<file path="config.mk">
export PLATFORM = sky130hd
export DESIGN_NAME = status_led_watchdog_supervisor
export DESIGN_NICKNAME = d
export VERILOG_FILES = /design/src/hw/rtl/slws_pkg.sv /design/src/hw/rtl/slws_cfg.sv /design/src/hw/rtl/slws_core.sv /design/src/hw/rtl/status_led_watchdog_supervisor.sv
export SDC_FILE = /design/constraint.sdc
export NUM_CORES = 1
export LEC_CHECK = 0
export BUFFER_PORTS_ARGS = -buffer_cell sky130_fd_sc_hd__buf_2
export CORE_MARGIN = 1.5
export CORE_UTILIZATION = 45
export DETAILED_ROUTE_END_ITERATION = 10
export PLACE_DENSITY_LB_ADDON = 0.15
export SLEW_MARGIN = 15
export SYNTH_ARGS = -nofsm -noshare
export SYNTH_HDL_FRONTEND = slang
export SYNTH_SLANG_ARGS = --single-unit
</file>
<file path="constraint.sdc">
create_clock -name clk -period 6.3 [get_ports clk]
set_clock_uncertainty 0.2 [all_clocks]
set_input_delay 0.63 -clock clk [delete_from_list [all_inputs] [get_ports clk]]
set_output_delay 0.63 -clock clk [all_outputs]
set_load 0.005 [all_outputs]
</file>
<file path="src/hw/rtl/slws_pkg.sv">
// types, register indexes and reset values for the status led / watchdog supervisor
// no dependencies
package slws_pkg;

  localparam int unsigned CfgIndexW = 3;
  localparam int unsigned PeriodW   = 16;
  localparam int unsigned SpeedW    = 16;
  localparam int unsigned ThreshW   = 15;

  localparam logic [CfgIndexW-1:0] RegLedTimeout = 3'd0;
  localparam logic [CfgIndexW-1:0] RegLedDebug   = 3'd1;
  localparam logic [CfgIndexW-1:0] RegLedMove    = 3'd2;
  localparam logic [CfgIndexW-1:0] RegLedNormal  = 3'd3;
  localparam logic [CfgIndexW-1:0] RegWdgCheck   = 3'd4;
  localparam logic [CfgIndexW-1:0] RegWdgDelay   = 3'd5;
  localparam logic [CfgIndexW-1:0] RegMoveThresh = 3'd6;

  localparam logic [PeriodW-1:0] LedTimeoutReset = 16'd100;
  localparam logic [PeriodW-1:0] LedDebugReset   = 16'd250;
  localparam logic [PeriodW-1:0] LedMoveReset    = 16'd500;
  localparam logic [PeriodW-1:0] LedNormalReset  = 16'd1000;
  localparam logic [PeriodW-1:0] WdgCheckReset   = 16'd100;
  localparam logic [PeriodW-1:0] WdgDelayReset   = 16'd3000;
  localparam logic [ThreshW-1:0] MoveThreshReset = 15'd5;

  typedef struct packed {
    logic [PeriodW-1:0]       elapsed_ms;
    logic                     estop;
    logic                     ultra_stop;
    logic                     link_timeout;
    logic                     debug_mode;
    logic signed [SpeedW-1:0] target_left;
    logic signed [SpeedW-1:0] target_right;
    logic signed [SpeedW-1:0] measured_left;
    logic signed [SpeedW-1:0] measured_right;
    logic                     all_healthy;
  } in_word_t;

  typedef struct packed {
    logic led_level;
    logic wdg_start;
    logic wdg_feed;
    logic wdg_running;
  } out_word_t;

  typedef struct packed {
    logic [PeriodW-1:0] led_timeout_period;
    logic [PeriodW-1:0] led_debug_period;
    logic [PeriodW-1:0] led_move_period;
    logic [PeriodW-1:0] led_normal_period;
    logic [PeriodW-1:0] wdg_check_period;
    logic [PeriodW-1:0] wdg_start_delay;
    logic [ThreshW-1:0] move_threshold;
  } cfg_regs_t;

  function automatic logic over_thresh(logic signed [SpeedW-1:0] v,
                                       logic [ThreshW-1:0] th);
    logic [SpeedW-1:0] mag;
    mag = v[SpeedW-1] ? (~v + 1'b1) : v;
    return mag > {1'b0, th};
  endfunction

endpackage

</file>
<file path="src/hw/rtl/slws_cfg.sv">
// configuration register file of the supervisor
// depends on slws_pkg
module slws_cfg (
  input  logic                          clk,
  input  logic                          rst,
  input  logic                          cfg_valid,
  output logic                          cfg_ready,
  input  logic [slws_pkg::CfgIndexW-1:0] cfg_index,
  input  logic [slws_pkg::PeriodW-1:0]  cfg_data,
  output slws_pkg::cfg_regs_t           regs
);
  import slws_pkg::*;

  assign cfg_ready = 1'b1;

  always_ff @(posedge clk) begin
    if (rst) begin
      regs.led_timeout_period <= LedTimeoutReset;
      regs.led_debug_period   <= LedDebugReset;
      regs.led_move_period    <= LedMoveReset;
      regs.led_normal_period  <= LedNormalReset;
      regs.wdg_check_period   <= WdgCheckReset;
      regs.wdg_start_delay    <= WdgDelayReset;
      regs.move_threshold     <= MoveThreshReset;
    end else if (cfg_valid) begin
      unique case (cfg_index)
        RegLedTimeout: regs.led_timeout_period <= cfg_data;
        RegLedDebug:   regs.led_debug_period   <= cfg_data;
        RegLedMove:    regs.led_move_period    <= cfg_data;
        RegLedNormal:  regs.led_normal_period  <= cfg_data;
        RegWdgCheck:   regs.wdg_check_period   <= cfg_data;
        RegWdgDelay:   regs.wdg_start_delay    <= cfg_data;
        RegMoveThresh: regs.move_threshold     <= cfg_data[ThreshW-1:0];
        default: begin
        end
      endcase
    end
  end

endmodule

</file>
<file path="src/hw/rtl/slws_core.sv">
// led blink and watchdog supervision state with the per-tick update logic
// depends on slws_pkg
module slws_core (
  input  logic                clk,
  input  logic                rst,
  input  logic                step,
  input  slws_pkg::in_word_t  word,
  input  slws_pkg::cfg_regs_t regs,
  output slws_pkg::out_word_t result
);
  import slws_pkg::*;

  logic [PeriodW-1:0] led_timer, led_timer_next;
  logic               led_state, led_state_next;
  logic [PeriodW-1:0] check_timer, check_timer_next;
  logic [PeriodW-1:0] healthy_time, healthy_time_next;
  logic               started_flag, started_flag_next;

  logic               moving;
  logic [PeriodW-1:0] period;
  logic [PeriodW-1:0] led_sum;
  logic [PeriodW-1:0] check_sum;
  logic [PeriodW:0]   healthy_sum;
  logic [PeriodW-1:0] healthy_upd;
  logic               start, feed;

  always_comb begin
    moving = over_thresh(word.target_left, regs.move_threshold)
           | over_thresh(word.target_right, regs.move_threshold)
           | over_thresh(word.measured_left, regs.move_threshold)
           | over_thresh(word.measured_right, regs.move_threshold);
    priority if (word.link_timeout) period = regs.led_timeout_period;
    else if (word.debug_mode)       period = regs.led_debug_period;
    else if (moving)                period = regs.led_move_period;
    else                            period = regs.led_normal_period;

    led_sum = led_timer + word.elapsed_ms;
    led_timer_next = led_sum;
    led_state_next = led_state;
    if (word.estop || word.ultra_stop) begin
      led_state_next = 1'b1;
      led_timer_next = '0;
    end else if (led_sum >= period) begin
      led_timer_next = '0;
      led_state_next = ~led_state;
    end

    check_sum = check_timer + word.elapsed_ms;
    check_timer_next = check_sum;
    healthy_time_next = healthy_time;
    started_flag_next = started_flag;
    start = 1'b0;
    feed = 1'b0;
    healthy_sum = {1'b0, healthy_time} + {1'b0, regs.wdg_check_period};
    healthy_upd = healthy_time;
    if (healthy_time < regs.wdg_start_delay) begin
      healthy_upd = healthy_sum[PeriodW] ? '1 : healthy_sum[PeriodW-1:0];
    end
    if (check_sum >= regs.wdg_check_period) begin
      check_timer_next = '0;
      if (!started_flag) begin
        if (word.all_healthy) begin
          healthy_time_next = healthy_upd;
          if (healthy_upd >= regs.wdg_start_delay) begin
            start = 1'b1;
            feed = 1'b1;
            started_flag_next = 1'b1;
          end
        end else begin
          healthy_time_next = '0;
        end
      end else begin
        feed = word.all_healthy;
      end
    end

    result.led_level   = led_state_next;
    result.wdg_start   = start;
    result.wdg_feed    = feed;
    result.wdg_running = started_flag_next;
  end

  always_ff @(posedge clk) begin
    if (rst) begin
      led_timer    <= '0;
      led_state    <= 1'b0;
      check_timer  <= '0;
      healthy_time <= '0;
      started_flag <= 1'b0;
    end else if (step) begin
      led_timer    <= led_timer_next;
      led_state    <= led_state_next;
      check_timer  <= check_timer_next;
      healthy_time <= healthy_time_next;
      started_flag <= started_flag_next;
    end
  end

endmodule

</file>
<file path="src/hw/rtl/status_led_watchdog_supervisor.sv">
// status led and watchdog supervisor, top level
// depends on slws_pkg, slws_cfg, slws_core
//
// usage:
//   in channel (in_valid, in_stall, in_word) carries one tick word: elapsed
//   ms, stop and mode flags, four wheel speeds and the health flag.
//   out channel (out_valid, out_stall, out_word) returns one word per tick:
//   led level, watchdog start and feed pulses, watchdog running.
//   cfg channel (cfg_valid, cfg_ready, cfg_index, cfg_data) writes the seven
//   period / threshold registers; cfg_ready is always high, unknown indexes
//   are dropped. write registers only while no tick is in flight.
// timing:
//   a tick is registered in the input register on accept, processed against the state
//   as it moves into the output register and held there; out_valid rises with the
//   output register. one tick per cycle sustained while out_stall stays low.
// reset (rst, synchronous): registers return to their defaults, led off,
//   all timers cleared, watchdog not started, both pipeline stages empty.
// stall: while out_stall holds a full output register, the input register
//   fills and in_stall rises; no word is lost or repeated.
module status_led_watchdog_supervisor (
  input  logic                          clk,
  input  logic                          rst,
  input  logic                          in_valid,
  output logic                          in_stall,
  input  slws_pkg::in_word_t            in_word,
  output logic                          out_valid,
  input  logic                          out_stall,
  output slws_pkg::out_word_t           out_word,
  input  logic                          cfg_valid,
  output logic                          cfg_ready,
  input  logic [slws_pkg::CfgIndexW-1:0] cfg_index,
  input  logic [slws_pkg::PeriodW-1:0]  cfg_data
);
  import slws_pkg::*;

  cfg_regs_t regs;
  in_word_t  tick;
  logic      tick_valid;
  logic      out_free;
  logic      step;
  out_word_t result;

  slws_cfg u_cfg (
    .clk       (clk),
    .rst       (rst),
    .cfg_valid (cfg_valid),
    .cfg_ready (cfg_ready),
    .cfg_index (cfg_index),
    .cfg_data  (cfg_data),
    .regs      (regs)
  );

  assign out_free = !out_valid || !out_stall;
  assign step     = tick_valid && out_free;
  assign in_stall = tick_valid && !out_free;

  always_ff @(posedge clk) begin
    if (rst) begin
      tick_valid <= 1'b0;
    end else if (!in_stall) begin
      tick_valid <= in_valid;
    end
  end

  always_ff @(posedge clk) begin
    if (in_valid && !in_stall) begin
      tick <= in_word;
    end
  end

  slws_core u_core (
    .clk    (clk),
    .rst    (rst),
    .step   (step),
    .word   (tick),
    .regs   (regs),
    .result (result)
  );

  always_ff @(posedge clk) begin
    if (rst) begin
      out_valid <= 1'b0;
    end else if (out_free) begin
      out_valid <= tick_valid;
    end
  end

  always_ff @(posedge clk) begin
    if (step) begin
      out_word <= result;
    end
  end

endmodule

</file>
---- Word level (Yosys, flattened, before mapping) ----
Cells that the tools add are included.
cells by class
  $add $sub $neg .......................... 7
  order comparisons ....................... 8
  eq/ne operators ......................... 6
  bitwise logic cells ..................... 10
  reductions and logical operators ........ 19
  mux-type cells .......................... 20
operators with widths
  cell                                           count
  two-way mux 16 bit                             13
  adder 16 x 1 -> 16 bit, second input constant  4
  greater-than comparator 16 x 15 -> 1 bit       4
  inverter 16 bit                                4
  >= comparator 16 bit                           3
  adder 16 bit                                   2
  adder 16 x 16 -> 17 bit                        1
  less-than comparator 16 bit                    1
  AND reduction 2 bit                            7
  == test 3 bit, second input constant           3
  two-way mux 1 bit                              7
  == test 3 x 2 -> 1 bit, second input constant  2
  logical NOT 1 bit                              4
  == test 3 x 1 -> 1 bit, second input constant  1
  logical AND 1 bit                              3
  logical NOT 3 bit                              1
  inverter 1 bit                                 3
  bitwise OR 1 bit                               3
  AND reduction 3 bit                            1
  logical OR 1 bit                               2
  OR reduction 2 bit                             1
word-level totals
  logic and storage cells ................. 98
  output and inout port bits .............. 7
  register bits ........................... 252
  input bits .............................. 109

---- Depth between registers and ports, before layout ----
Gate-level depths: netlist (run 1).
  word-level depth ........................ 13
  depth in mapped cells ................... 29

---- Modules after synthesis ----
A second synthesis (run 1) with hierarchy kept.
second synthesis, totals
  cells, all modules ...................... 1609
  area total of the unflattened synthesis .. 15637.5 µm²
by module, submodules not included
  module                          seq. area each (µm²)  area each (µm²)  instances  cells each
  slws_core                       1001.0                8501.9           1          1106
  slws_cfg                        2222.1                4376.7           1          404
  status_led_watchdog_supervisor  2712.6                2758.9           1          99

---- Worst setup path after synthesis (run 1) ----
Ideal clock, no wire load.
  path type ............................... register to register
  start point ............................. register tick[1] (netlist name)
  end point ............................... register u_core.led_timer[13]
  cell stages (with the launch flop) ...... 26
  setup slack ............................. -26 ps
  arrival time ............................ 6061 ps
  path through ............................ edfxtp_1 -> or3_1 -> or3_1 -> o41ai_1 -> xnor2_1 -> ha_1 -> a21o_1 -> a21oi_2 -> o221ai_2 -> a211o_1 -> o221a_1 -> nor4_4 -> buf_8 -> mux2i_1 -> a221o_1 -> ha_1 -> a21o_1 -> a21o_1 -> a211oi_1 -> o21ai_0 -> a221oi_1 -> and3_1 -> clkbuf_1 -> buf_2 -> a22oi_1 -> nor2_1
on the way
  cells in the longest elaborated chain, start to end .. 11
ends and longest elaborated chain
  item                                          line                                  text
  start, declared                               status_led_watchdog_supervisor.sv:37  in_word_t tick;
  start signal, assigned                        status_led_watchdog_supervisor.sv:67  tick <= in_word;
  inverter 16 bit                               slws_pkg.sv:59                        mag = v[SpeedW-1] ? (~v + 1'b1) : v;
  adder 16 x 1 -> 16 bit                        slws_pkg.sv:59
  two-way mux 16 bit (*)                        slws_pkg.sv:59
  greater-than comparator 16 x 15 -> 1 bit (*)  slws_pkg.sv:60                        return mag > {1'b0, th};
  bitwise OR 1 bit (*)                          slws_core.sv:31                       | over_thresh(word.measured_right, regs.move_threshold);
  two-way mux 16 bit (*)                        slws_core.sv:34                       else if (moving) period = regs.led_move_period;
  two-way mux 16 bit (*)                        slws_core.sv:33                       else if (word.debug_mode) period = regs.led_debug_period;
  two-way mux 16 bit (*)                        slws_core.sv:32                       priority if (word.link_timeout) period = regs.led_timeout_period;
  >= comparator 16 bit (*)                      slws_core.sv:43                       end else if (led_sum >= period) begin
  two-way mux 16 bit (*)                        slws_core.sv:43
  two-way mux 16 bit (*)                        slws_core.sv:40                       if (word.estop || word.ultra_stop) begin
  end signal, assigned                          slws_core.sv:91                       led_timer <= led_timer_next;
  end, declared                                 slws_core.sv:13                       logic [PeriodW-1:0] led_timer, led_timer_next;
Mark *: on every way between the ends. The rest lies on a longest branch, timed or not.
A chain may end at the register's enable or synchronous reset.

---- Worst setup path after layout (run 1) ----
  start point ............................. register tick[52] (netlist name)
  end point ............................... register u_core.led_timer[15]
on the way
  cells in the longest elaborated chain, start to end .. 13
ends and longest elaborated chain
  item                                          line             text
  inverter 16 bit                               slws_pkg.sv:59
  adder 16 x 1 -> 16 bit                        slws_pkg.sv:59
  two-way mux 16 bit (*)                        slws_pkg.sv:59
  greater-than comparator 16 x 15 -> 1 bit (*)  slws_pkg.sv:60
  bitwise OR 1 bit (*)                          slws_core.sv:29  | over_thresh(word.target_right, regs.move_threshold)
  bitwise OR 1 bit (*)                          slws_core.sv:30  | over_thresh(word.measured_left, regs.move_threshold)
  bitwise OR 1 bit (*)                          slws_core.sv:31
  two-way mux 16 bit (*)                        slws_core.sv:34
  two-way mux 16 bit (*)                        slws_core.sv:33
  two-way mux 16 bit (*)                        slws_core.sv:32
  >= comparator 16 bit (*)                      slws_core.sv:43
  two-way mux 16 bit (*)                        slws_core.sv:43
  two-way mux 16 bit (*)                        slws_core.sv:40
Marked as above.

==> results.py, run 1 <==
metrics = {
    "finish": {
        "final_common_cell": "nand2_1",
        "antenna_cells": 0,
        "syn_to_final_growth_pct": 14.22,
        "nNetsFinal": 2057,
        "final_cell_mix": "nand2_1, ha_1, dfxtp_1, a21oi_1, buf_2",
        "fin_util_pct": 52.46,
        "fin_cells": 2234,
        "drive_above_1_share_pct": 11.94,
    },
    "synth": {
        "syn_inst": 1661,
        "netlist.area_leader.share_pct": 21.78,
        "yosysTopAreaCell": "dfxtp_1",
        "syn_avg_cell_area_um2": 9.019,
        "synthFlopType": "dfxtp_1",
        "ys_seq_area_share_pct": 39.62,
        "synth-edff-count": 89,
        "ys_async_sr_fraction_pct": 0,
        "synth_area_leaders": "dfxtp_1, edfxtp_1, ha_1, nand2_1, a21oi_1",
        "synth_seq_cells": 252,
        "synth_area_um2": 14980,
        "ys.warnings.count": 0,
        "yosysUniqueCellTypes": 72,
        "synth.net_count": 1946,
    },
    "sta": {
        "tightest_slew_ps": 1004,
        "fmax_mhz": 166.1,
        "setup_violations": 0,
        "period_needed_ps": 6020,
        "hold_viol": 0,
        "max_slew_margin_pct": 32.81,
        "period_share_pct": 95.56,
        "drv_slew": 0,
    },
    "routing": {
        "vias": 12220,
        "drc": 0,
        "wirelength_um": 39090,
        "wire_per_inst_um": 17.50,
        "drt-vias-per-instance": 5.471,
        "ant_nets": 0,
        "drt_iter0_markers": 604,
        "drt_pre_antenna_iters": 5,
    },
    "setup_path": {
        "worstSetupStartpointType": "flip-flop",
        "worst-path-max-fanout": 9,
        "required_ps": 6580,
        "crit_type": "reg -> reg",
        "critPathArrivalTime_ps": 6300,
        "endpoint_kind": "flip-flop",
    },
    "die": {
        "initial_core_util_pct": 45.93,
        "dieArea_um2": 34390,
        "rows": 66,
        "dieWidth_um": 185.5,
        "io_pins": 116,
        "die_y_um": 185.5,
        "core_um2": 32620,
    },
    "clocking": {
        "clock_latency_ps": 560,
        "clk_path_buf_depth": 3,
        "cts_made_buffers": 29,
        "clkSlewWorstSetupHoldPaths_ps": 60,
        "cts_sinks": 252,
        "clock-root-buffer": "clkbuf_16",
        "cts-htree-levels": 1,
        "cts_tree": "built",
        "holdBufCountCts": 0,
    },
    "power_and_ir_drop": {
        "cellLeakagePower_nw": 6.994,
        "powerDensity_nw_per_um2": 238.7,
        "ir_drop_v": 0.0002156,
    },
    "global_route": {
        "overflow": 0,
        "grt_pass1_vias": 11550,
        "grt_pass1_wl_um": 60620,
        "grt_antenna_before_repair": 4,
        "grt_max_degree": 85,
        "grt_use_total_pct": 22.61,
    },
    "run_status": {
        "status": "finished clean",
    },
    "placement": {
        "place.gp.congestion": 0.8538,
        "dpl.hpwl_um": 28580,
        "numPlacedInstances": 2175,
        "port-buffer-count": 114,
    },
    "run": {
        "maxCapViolations": 0,
    },
    "hold_path": {
        "hold_path.class": "in -> reg",
    },
}
==> what timing repair did <==
action                                  CTS  global route
setup buffers                             0             8
endpoints found under the setup margin    0            18
resized for setup                         0            21
==> final cells by class <==
cell class	instances	area, µm²
clock buffer	41	820.8
clock inverter	10	102.6
fill	3026	15510
inverter	92	345.3
multi-input combinational	1257	8566
sequential	252	5936
tap	442	553.0
timing repair buffer	140	788.3
==> path summary, 6_finish.rpt <==
path         cells past startpoint  slack (ps)              endpoint      startpoint
max reg2reg                     25         280  u_core.led_timer[15]        tick[52]
max                             25         280  u_core.led_timer[15]        tick[52]
min                              1          40              tick[78]     in_word[78]
min reg2reg                      2         250        u_cfg.regs[75]  u_cfg.regs[75]
==> metrics by stage <==
stage                     setup TNS, ps  instance area [µm²]  power (W)  setup slack (ps)  hold slack (ps)
after floorplan                       0                14990   0.002265             31.50            235.6
after global placement                0                16040   0.002440             224.5            242.1
after detailed placement              0                16040   0.002458             85.44            246.5
after CTS                             0                16970   0.004110             67.20            11.59
after global routing             -17.11                17110   0.004272            -17.11            15.87
final                                 0                17110   0.004085             279.7            37.98
==> worst max-delay path: stages (launching register included) <==
cell and delay [ps]:
edfxtp_1 440, or3_1 410, or3_1 420, o41ai_1 350
xnor2_1 110, ha_1 320, nand4_1 140, nor4_1 350
a21oi_1 90, o41ai_2 70, nand2_1 150, nor4_4 360
buf_12 160, buf_6 140, mux2i_1 110, a221oi_2 320
ha_1 280, nand2b_1 140, a21o_1 170, a21oi_1 140
o21ai_1 110, a221oi_2 300, and3_1 240, buf_6 140
nand3_1 80, o221ai_1 190
==> report_power, final <==
group	internal, W	switching (W)
registers	0.00175	0.0000539
clock network	0.000980	0.000666
logic	0.000266	0.000365
total	0.00300	0.00108
==> layer usage <==
| layer | vias to the layer above | wire length (µm) | global-route usage [%] |
|---|---|---|---|
| met4 | 8 | 1250 | 7.870 |
| met3 | 79 | 1699 | 3.444 |
| met2 | 254 | 18550 | 39.10 |
| li1 | 6222 | - | - |
| met1 | 5659 | 17540 | 28.59 |
| met5 | - | 42 | 0 |
==> sequential cells by signal, summed over array words and instances (netlist names) <==
signal               flops
out_word                 4
tick_valid               1
u_core.check_timer      16
u_core.healthy_time     16
tick                    85
out_valid                1
u_core.led_state         1
u_core.led_timer        16
u_cfg.regs             111
u_core.started_flag      1
==> kinds of logic after synthesis <==
logic type	after synthesis	synth area share, %
and+or+nand+nor	552	16.92
AOI/OAI and AO/OA	422	18.32
DFF	252	39.62
adders and majority gates	176	14.85
buffers and inverters	152	3.917
xor gates and xnor gates	88	5.145
muxes	18	1.203
other	1	0.02503
==> synth_stat cells, types with 8 or more instances <==
cell	count
nand3_1	56
clkbuf_1	56
or4_1	9
a221o_1	16
o31ai_1	14
xor2_1	15
nand4_1	21
nor2b_1	14
inv_1	92
a22oi_1	24
mux2i_1	18
nor2_1	95
or3_1	19
o2bb2ai_1	12
nand2b_1	20
edfxtp_1	89
xnor2_1	73
o21ai_0	59
dfxtp_1	163
nor3b_1	16
o211ai_1	24
nand2_1	263
ha_1	173
a211oi_1	14
a31oi_1	8
o21a_1	18
a21oi_1	155
a21o_1	30
nor3_1	10
No activity file was read; power rests on OpenSTA's default activity.
==> run 2, diff against run 1 <==
- CORE_ASPECT_RATIO: not set -> 1.4
- CTS_BUF_LIST: not set -> sky130_fd_sc_hd__clkbuf_16
==> run 2 against run 1 <==
Net effect: via count rose by 1.3%; clock power barely moved; sequential share of layout area rose by 0.12 points; largest power group unchanged; highest routed layer unchanged.
==> results.py, run 2 (synthesis results as in run 1) <==
metrics = {
    "run_status": {
        "status": "finished clean",
    },
    "sta": {
        "tns_ps": 0,
        "fmax_mhz": 167.5,
        "max_slew_margin_pct": 28.40,
        "setup_violations": 0,
        "period_needed_ps": 5970,
        "hold_viol": 0,
        "period_share_pct": 94.77,
        "tightest_slew_ps": 1070,
        "hold_slack_ps": 35.35,
        "rsz0062_at_grt": "false",
        "drv_slew": 0,
    },
    "setup_path": {
        "crit_type": "reg -> reg",
        "cp_top_family": "compound AO/OA/AOI/OAI gates",
        "cp_slowest_stage_delay_ps": 610,
        "startpoint": "tick[10]",
        "cp_num_buf_inv": 2,
        "r2r_slack_ps": 330,
        "r2r_start": "tick[10]",
        "critPathArrivalTime_ps": 6260,
        "timing.rr.end": "u_core.led_timer[10]",
        "cp.depth": 23,
        "crit_chain": "or4_1 > or4_1 > o21ai_0 > xnor2_1 > ha_1 > a21oi_2 > o221ai_2 > a211o_1 > o221a_1 > nor4_4 > buf_12 > mux2i_1 > a221o_1 > ha_1 > a21o_1 > a21o_1 > a211oi_1 > o21ai_0 > a221oi_2 > and3_2 > buf_12 > a22oi_1 > nor2_1",
        "worstSetupEndpoint": "u_core.led_timer[10]",
        "worst-path-max-fanout": 12,
        "endpoint_kind": "flip-flop",
        "worstSetupStartpointType": "flip-flop",
        "crit_slowest_cell": "or4_1",
        "required_ps": 6590,
        "worst_r2r_path_depth": 23,
    },
    "finish": {
        "syn_to_final_growth_pct": 13.84,
        "largest_reg_flops": 111,
        "top_register": "u_cfg.regs",
        "final_cell_mix": "nand2_1, ha_1, dfxtp_1, a21oi_1, buf_2",
        "fin_cells": 2230,
        "n_fill_cell": 3122,
        "reg.largest.list": "u_cfg.regs x111, tick x85",
        "nNetsFinal": 2053,
        "finish.instance_area_um2": 17050,
        "final_common_cell": "nand2_1",
        "fin_util_pct": 52.32,
        "drive_above_1_share_pct": 11.35,
        "multi_input_area_um2": 8532,
        "seq_area_um2": 5936,
    },
    "routing": {
        "ant_nets": 0,
        "wl_met2_um": 20620,
        "wire_per_inst_um": 17.88,
        "wirelength_um": 39880,
        "dr_wl_met3_um": 1733,
        "drc": 0,
        "vias": 12380,
        "wl_met1_um": 16120,
        "top_layer": "met5",
        "drt_iter0_markers": 752,
        "drt-vias-per-instance": 5.551,
        "drt_pre_antenna_iters": 5,
    },
    "power_and_ir_drop": {
        "cellLeakagePower_nw": 6.987,
        "seqPwrFrac_pct": 44.5,
        "ir_drop_v": 0.0002043,
        "intPower_w": 0.002957,
        "switching_share_pct": 27.18,
        "clockPowerShare_pct": 40.1,
        "powerDensity_nw_per_um2": 238.2,
        "power_switching_w": 0.001104,
        "pwr-share-comb_pct": 15.4,
    },
    "global_route": {
        "grt_use_total_pct": 23.00,
        "overflow": 0,
        "grt_pass1_vias": 11600,
        "grt_pass1_wl_um": 61610,
        "grt_antenna_before_repair": 4,
        "grt_max_degree": 84,
    },
    "clocking": {
        "cts_tree": "built",
        "cts_made_buffers": 27,
        "clock-root-buffer": "clkbuf_16",
        "clock_latency_ps": 570,
        "clk_path_buf_depth": 3,
        "cts-htree-levels": 1,
        "clkSlewWorstSetupHoldPaths_ps": 60,
        "cts_sinks": 252,
    },
    "placement": {
        "port-buffer-count": 114,
        "place_area_um2": 16040,
        "dpl.hpwl_um": 29200,
        "numPlacedInstances": 2171,
        "place.gp.congestion": 0.8940,
    },
    "die": {
        "initial_core_util_pct": 45.96,
        "die_y_um": 218.9,
        "rows": 78,
        "dieArea_um2": 34410,
        "dieWidth_um": 157.2,
        "core_um2": 32600,
        "io_pins": 116,
    },
    "hold_path": {
        "hold_path.class": "in -> reg",
    },
    "run": {
        "maxCapViolations": 0,
    },
}
-- run 2: through the flow --
stage               power (W)  worst slack (ps)
finish               0.004061             329.7
global placement     0.002442             291.1
global route         0.004248             11.27
detailed placement   0.002460             122.0
floorplan            0.002265             31.50
CTS                  0.004094             92.61
-- run 2: how the worst min path moves through the flow --
stage | end | cells after the start | from
after CTS | tick[78] | 1 | in_word[78]
after global placement | u_cfg.regs[48] | 2 | u_cfg.regs[48]
after detailed placement | u_cfg.regs[48] | 2 | u_cfg.regs[48]
after global routing | tick[21] | 1 | in_word[21]
final | tick[3] | 1 | in_word[3]
after floorplan | u_core.check_timer[0] | 2 | u_core.check_timer[0]
-- run 2: final cells by class --
class | instances | share of cell area, %
diodes | 1 | 0.01467
clock buffers | 30 | 4.402
clock inverters | 20 | 0.9318
inverters | 92 | 2.025
multi-input cells | 1257 | 50.03
flip-flops and latches | 252 | 34.81
well taps | 440 | 3.228
repair buffers | 138 | 4.563
-- run 2: power groups by stage --
stage,Sequential [W],Combinational [W],Clock (W)
global route,0.00182,0.000700,0.00173
finish,0.00181,0.000626,0.00163
floorplan,0.00182,0.000442,0
CTS,0.00181,0.000623,0.00166
detailed placement,0.00184,0.000618,0
global placement,0.00184,0.000602,0
-- run 2: metal layers --
metal  global-route usage [%]  vias to the layer above
li1                         -                     6215
met1                    26.28                     5818
met2                    43.10                      270
met3                    2.863                       71
met4                    8.648                        4
met5                        0                        -
-- run 2: what timing repair did --
action	CTS	global route
resized for setup	0	7
buffers inserted	0	8
hold buffers	0	0
setup endpoints to repair	0	18
